==> config.mk <==
export PLATFORM = sky130hd
export DESIGN_NAME = ptt_ctrl
export DESIGN_NICKNAME = d
export VERILOG_FILES = /design/src/ptt_pkg.sv /design/src/ptt_ctrl.sv
export VERILOG_INCLUDE_DIRS = /design/src /design/src/src
export SDC_FILE = /design/constraint.sdc
export NUM_CORES = 1
export LEC_CHECK = 0
export BUFFER_PORTS_ARGS = -buffer_cell sky130_fd_sc_hd__buf_2
export CORE_AREA = 2 2 39 41
export CTS_CLUSTER_DIAMETER = 50
export CTS_CLUSTER_SIZE = 16
export DETAILED_ROUTE_END_ITERATION = 10
export DIE_AREA = 0 0 41 43
export PLACE_DENSITY_LB_ADDON = 0.05
export SYNTH_ARGS = -nofsm -noshare
export SYNTH_HDL_FRONTEND = slang
export SYNTH_SLANG_ARGS = --single-unit
==> constraint.sdc <==
create_clock -name i_clk -period 2 [get_ports i_clk]
set_input_delay 0.1 -clock i_clk [delete_from_list [all_inputs] [get_ports i_clk]]
set_output_delay 0.1 -clock i_clk [all_outputs]
set_load 0.01 [all_outputs]
==> src/pending_token_table_with_timeout_top_macros.svh <==
// assertion macros shared by the pending token table modules
`ifndef PENDING_TOKEN_TABLE_WITH_TIMEOUT_TOP_MACROS_SVH
`define PENDING_TOKEN_TABLE_WITH_TIMEOUT_TOP_MACROS_SVH

// same-cycle implication on i_clk, disabled while i_rst_n is low
`define PTT_ASSERT_NOW(lbl, ante, cons, msg) \
    lbl: assert property (@(posedge i_clk) disable iff (!i_rst_n) (ante) |-> (cons)) \
        else $error(msg);

// next-cycle implication on i_clk, disabled while i_rst_n is low
`define PTT_ASSERT_NEXT(lbl, ante, cons, msg) \
    lbl: assert property (@(posedge i_clk) disable iff (!i_rst_n) (ante) |=> (cons)) \
        else $error(msg);

`endif

==> src/ptt_pkg.sv <==
// shared types and codes for the pending token table
package ptt_pkg;

    localparam logic REQ_ADD    = 1'b0;
    localparam logic REQ_REMOVE = 1'b1;

    localparam logic [1:0] STAT_DONE      = 2'd0;
    localparam logic [1:0] STAT_FULL      = 2'd1;
    localparam logic [1:0] STAT_NOT_FOUND = 2'd2;

    localparam int TIME_W  = 32;
    localparam int TOKEN_W = 64;
    localparam int STAT_W  = 2;

    localparam logic [TIME_W-1:0] LIMIT_RESET = 32'd5000;

    typedef enum logic [1:0] {
        ST_CLEAR,
        ST_IDLE,
        ST_SCAN,
        ST_DONE
    } t_state;

    typedef struct packed {
        logic load;
        logic issue;
        logic clear;
        logic post;
    } t_dp_cmd;

    typedef struct packed {
        logic cnt_end;
        logic ev_busy;
        logic out_free;
    } t_dp_stat;

endpackage

==> src/ptt_ctrl.sv <==
// controller state machine for the pending token table
`include "pending_token_table_with_timeout_top_macros.svh"

module ptt_ctrl (
    input  logic              i_clk,
    input  logic              i_rst_n,
    input  logic              i_in_valid,
    output logic              o_in_ready,
    input  ptt_pkg::t_dp_stat i_stat,
    output ptt_pkg::t_dp_cmd  o_cmd
);
    import ptt_pkg::*;

    t_state r_state;
    t_state n_state;
    logic   scan_drained;

    assign scan_drained = i_stat.cnt_end && !i_stat.ev_busy;

    always_ff @(posedge i_clk) begin
        if (!i_rst_n) begin
            r_state <= ST_CLEAR;
        end else begin
            r_state <= n_state;
        end
    end

    always_comb begin
        n_state    = r_state;
        o_cmd      = '0;
        o_in_ready = 1'b0;
        case (r_state)
            ST_CLEAR: begin
                if (i_stat.cnt_end) begin
                    n_state = ST_IDLE;
                end else begin
                    o_cmd.clear = 1'b1;
                end
            end
            ST_IDLE: begin
                o_in_ready = 1'b1;
                if (i_in_valid) begin
                    o_cmd.load = 1'b1;
                    n_state    = ST_SCAN;
                end
            end
            ST_SCAN: begin
                o_cmd.issue = !i_stat.cnt_end;
                if (scan_drained) begin
                    n_state = ST_DONE;
                end
            end
            ST_DONE: begin
                if (i_stat.out_free) begin
                    o_cmd.post = 1'b1;
                    n_state    = ST_IDLE;
                end
            end
            default: begin
                n_state = ST_CLEAR;
            end
        endcase
    end

    `PTT_ASSERT_NEXT(a_load_starts_scan, o_cmd.load, r_state == ST_SCAN, "load without scan")
    `PTT_ASSERT_NOW(a_done_drained, r_state == ST_DONE, scan_drained, "scan not drained")
    `PTT_ASSERT_NOW(a_post_has_room, o_cmd.post, i_stat.out_free, "post over waiting result")

endmodule

==> results of run 1 <==
==> worst paths after layout <==
path,start,end,cells past startpoint
max reg2reg,r_state[0],r_state[0],5
min reg2reg,r_state[1],r_state[1],2
max,r_state[0],o_cmd[2],4
min,i_rst_n,r_state[1],3
==> layout make-up <==
| type | count | area, um^2 |
|---|---|---|
| fillers | 167 | 1090 |
| multi-input cells | 20 | 158 |
| repair buffers | 10 | 50.0 |
| flip-flops and latches | 2 | 40.0 |
| clock buffers | 3 | 22.5 |
| well taps | 16 | 20.0 |
| inverters | 2 | 7.51 |
==> per-stage QoR <==
step                total power, mW  area, um^2
floorplan                     0.233         205
finish                        0.376         298
global route                  0.424         298
global placement              0.301         275
detailed placement            0.297         275
CTS                           0.391         298
==> cells in the mapped netlist <==
| master | instances | share of area [%] |
|---|---|---|
| ha_1 | 5 | 30 |
| o2111a_2 | 1 | 6.1 |
| and2_1 | 2 | 6.1 |
| inv_1 | 2 | 3.7 |
| nor2b_1 | 2 | 6.1 |
| nand2_1 | 4 | 7.3 |
| nand2b_1 | 3 | 9.1 |
| mux2i_1 | 2 | 9.8 |
| nor2_1 | 1 | 1.8 |
| dfxtp_1 | 2 | 20 |
==> kinds of logic after synthesis <==
kind of cell,count (synthesis)
compound gates,1
flops,2
buf+inv,2
fa+ha+maj,5
mux,2
simple gates,12
==> power breakdown <==
part | switching [mW] | internal [mW] | leakage, nW
clock network | 0.0205 | 0.0660 | 0.0138
logic | 0.0995 | 0.105 | 0.125
registers | 0.0250 | 0.0600 | 0.0166
total | 0.145 | 0.231 | 0.156
==> worst max-delay path: stages, from the launching register on <==
cell and delay, ps:
dfxtp_1 410, inv_1 90, ha_1 230, nor2b_1 130
buf_2 130
==> routing by layer <==
metal / wire length, um / vias to the layer above
met5: 0 / -
li1: - / 104
met4: 0 / 0
met1: 170 / 79
met3: 39 / 0
met2: 213 / 6
==> flow_summary.json, run 1 <==
{
  "path_clk_slew_ps": 30,
  "p_leak_nw": 0.156,
  "drt-vias-per-instance": 3.57,
  "synthSimpleGateAreaFrac_pct": 30.5,
  "cts-root-buf": "clkbuf_4",
  "dpl.cell_count": 50,
  "num_rows": 14,
  "use_met3_pct": 1.57,
  "grt.busiest_layer": "met2",
  "die_h_um": 43,
  "area_growth_pct": 45.1,
  "vias": 189,
  "drtIter0Drc": 0,
  "port_buffers": 10,
  "synth_area_um2": 205,
  "worst_hold_path_type": "in -> reg",
  "grt_usage_pct": 6.01,
  "dp_hpwl_um": 345,
  "grt_use_met2_pct": 8.44,
  "antennaDiodeCount": 0,
  "num_io_pins": 11,
  "finalWorstSetupSlack_ps": 699,
  "grt_use_met1_pct": 6.69,
  "setup_viol": 0,
  "yosysWarnings": 0,
  "status": "completed",
  "required_ps": 1900,
  "ys_ff_latch": 2,
  "overflow": 0,
  "post_synth_num_cell_types": 10,
  "start_util_pct": 14.8,
  "cts_htree_levels": 1,
  "wl_per_cell_um": 7.98,
  "grt_pass1_vias": 188,
  "p_per_area_mw_per_mm2": 1260,
  "cp-start-kind": "register",
  "seq_area_frac_synth_pct": 19.5,
  "post_cts_buffers": 0,
  "clock_path_buffers": 2,
  "synth-adder-area-share_pct": 30.5,
  "num-nets-final": 50,
  "route.detailed.drc": 0,
  "gp_congestion": 0.575,
  "syn_nets": 35,
  "drv_cap": 0,
  "rsz0062_at_grt": "false",
  "synth-compound-area-share_pct": 6.10,
  "cts_tree": "yes",
  "tightest_slew_ps": 198,
  "core_region_area_mm2": 0.00138,
  "skew_ps": 1.50,
  "layout_common_cells": "10 x buf_2, 5 x ha_1, 4 x nand2_1",
  "holdBufCountCts": 0,
  "grt_max_degree": 6,
  "totalWireLength_um": 423,
  "syn_avg_cell_area_um2": 8.55,
  "grt_antenna_before_repair": 0,
  "dp_slack_ps": 688,
  "maxSlewHeadroom_pct": 86.8,
  "dr.pass1.iters": 1,
  "rrSetupSlack_ps": 710,
  "finalMaxSlewViolations": 0,
  "top_register": "r_state",
  "post-route-util_pct": 21.5,
  "post_cts_resized": 0,
  "hold_violations": 0,
  "fin_crit_ps": 1300,
  "synth_top_family_by_area": "simple AND/OR/NAND/NOR gates",
  "cp-end-kind": "output port",
  "dieArea_mm2": 0.00176,
  "clock.fmax_ghz": 0.769,
  "cts.sinks": 2,
  "instances_no_fill": 53,
  "grt_pass1_wl_um": 676,
  "cp_max_fo": 5,
  "reg_top3": "r_state: 2 flops",
  "syn_inst": 24,
  "ant_nets": 0,
  "drive_gt1_share_pct": 37.8,
  "critPathArrivalTime_ps": 1200,
  "synth-xor-area-share_pct": 0,
  "die_x_um": 41,
  "final_common_cell": "buf_2",
  "synthMuxAreaShare_pct": 9.76,
  "cts_made_buffers": 3,
  "vdd_drop_max_mv": 0.314,
  "tns_ps": 0,
  "largest_reg_flops": 2,
  "holdWs_ps": 169,
  "clk-insertion-delay-late_ps": 220,
  "period_share_pct": 65.0,
  "path_class": "reg -> out"
}
No activity file was read; power rests on OpenSTA's default activity.
==> run 2, diff against run 1 <==
- clock period: 2 -> 1.1 ns (I/O delays scaled with it)
==> flow_summary.json, run 2 (synthesis gave the netlist of run 1 again) <==
{
  "p_per_area_mw_per_mm2": 2610,
  "cts_made_buffers": 3,
  "drv_cap": 0,
  "drive_gt1_share_pct": 71.4,
  "clock_path_buffers": 2,
  "route.detailed.drc": 0,
  "maxSlewHeadroom_pct": 91.9,
  "fillers": 154,
  "critPathBufInv": 3,
  "num-nets-final": 54,
  "wl_per_cell_um": 8.78,
  "required_ps": 1040,
  "cp-start-kind": "register",
  "top_layer": "met3",
  "r2r_start": "r_state[0]",
  "slowest_stage": "dfxtp_4",
  "die_x_um": 41,
  "finalWorstSetupSlack_ps": -99.4,
  "top_register": "r_state",
  "cts-root-buf": "clkbuf_4",
  "status": "complete, but fails checks",
  "overflow": 0,
  "cp-end-kind": "output port",
  "clock.fmax_ghz": 0.834,
  "vias": 216,
  "path_class": "reg -> out",
  "grt_antenna_before_repair": 0,
  "cp_top_family": "flip-flops",
  "gp_congestion": 0.691,
  "critPathLaunch": "r_state[1]",
  "fin_crit_ps": 1200,
  "holdWs_ps": 126,
  "seqCellArea_um2": 47.5,
  "r2r_cells": 5,
  "multi_input_area_um2": 223,
  "rsz0062_at_grt": "true",
  "drtIter0Drc": 0,
  "period_share_pct": 109,
  "grt_max_degree": 5,
  "num_io_pins": 11,
  "worst_r2r_endpoint": "r_state[0]",
  "setup_viol": 6,
  "vdd_drop_max_mv": 0.990,
  "largest_reg_flops": 2,
  "start_util_pct": 14.8,
  "critical_path.endpoint": "o_cmd[3]",
  "core_region_area_mm2": 0.00138,
  "rrSetupSlack_ps": -60,
  "slowest_delay_ps": 370,
  "tightest_slew_ps": 119,
  "die_h_um": 43,
  "cpMostUsedCell": "buf_6",
  "dp_slack_ps": -143,
  "antennaDiodeCount": 0,
  "skew_ps": 4.06,
  "cp.depth": 5,
  "holdBufCountCts": 0,
  "grt_pass1_wl_um": 869,
  "hold_violations": 0,
  "p_total_mw": 1.11,
  "wl_met1_um": 202,
  "met3_wirelength_um": 41,
  "critPathArrivalTime_ps": 1140,
  "area_growth_pct": 107,
  "port_buffers": 10,
  "wl_met2_um": 265,
  "num_rows": 14,
  "ant_nets": 0,
  "reg_top3": "r_state: 2 flops",
  "dr.pass1.iters": 1,
  "cp_max_fo": 4,
  "crit_chain": "inv_4, ha_4, buf_6, and2_4, buf_6",
  "finalMaxSlewViolations": 0,
  "worst_hold_path_type": "in -> reg",
  "dieArea_mm2": 0.00176,
  "clk-insertion-delay-late_ps": 230,
  "grt_usage_pct": 7.62,
  "path_clk_slew_ps": 30,
  "final_common_cell": "buf_2",
  "drt-vias-per-instance": 3.72,
  "violations": "negative setup slack",
  "totalWireLength_um": 509,
  "cts_htree_levels": 1,
  "p_leak_nw": 0.194,
  "cts.sinks": 2,
  "grt_pass1_vias": 223,
  "cts_tree": "yes",
  "layout_common_cells": "8 x buf_2, 4 x nand2_1"
}
-- run 2: metrics by stage --
stage | utilization (%) | instance area, um^2 | TNS [ps] | std cells
floorplan | - | 250 | -48.3 | 24
global placement | 24.8 | 343 | -244 | 53
detailed placement | 24.8 | 343 | -263 | 53
CTS | 29.4 | 407 | -371 | 58
global route | 30.7 | 425 | -607 | 58
finish | 30.7 | 425 | -252 | 58
-- run 2: metal layers --
layer	vias up	GRT usage (%)
met5	-	0
met4	0	4.00
met3	0	4.71
met2	8	11.9
met1	95	7.35
li1	113	-
-- run 2: worst min-delay path by stage --
stage                         start         end  slack (ps)  depth (start not counted)
after floorplan           i_stat[2]    o_cmd[1]         160                          1
after global placement      i_rst_n  r_state[1]         340                          3
after detailed placement    i_rst_n  r_state[1]         350                          3
after CTS                   i_rst_n  r_state[1]         130                          3
after global routing        i_rst_n  r_state[0]         140                          3
final                       i_rst_n  r_state[0]         130                          3
-- run 2: area by class of cell --
class / count / share of cell area [%]
sequential: 2 / 11.2
clock buffer: 4 / 6.18
timing repair buffer: 14 / 22.6
inverter: 2 / 2.94
multi-input combinational: 20 / 52.4
tap: 16 / 4.71
-- run 2: power by group --
part	leakage, nW	internal (mW)	switching (mW)	total, mW
clock	0.0150	0.135	0.0462	0.181
sequential	0.0178	0.131	0.0710	0.202
combinational	0.162	0.448	0.280	0.728
total	0.194	0.714	0.397	1.11
-- run 2: worst min-delay path: stages --
cell and delay (ps):
buf_2 130, nand2b_4 60, mux2i_1 60
-- run 2: what timing repair did --
item / 4_1_cts / 5_1_grt
setup endpoints to repair: 7 / 7
pin swaps: 4 / 0
buffers inserted: 1 / 0
gates resized for setup: 8 / 3
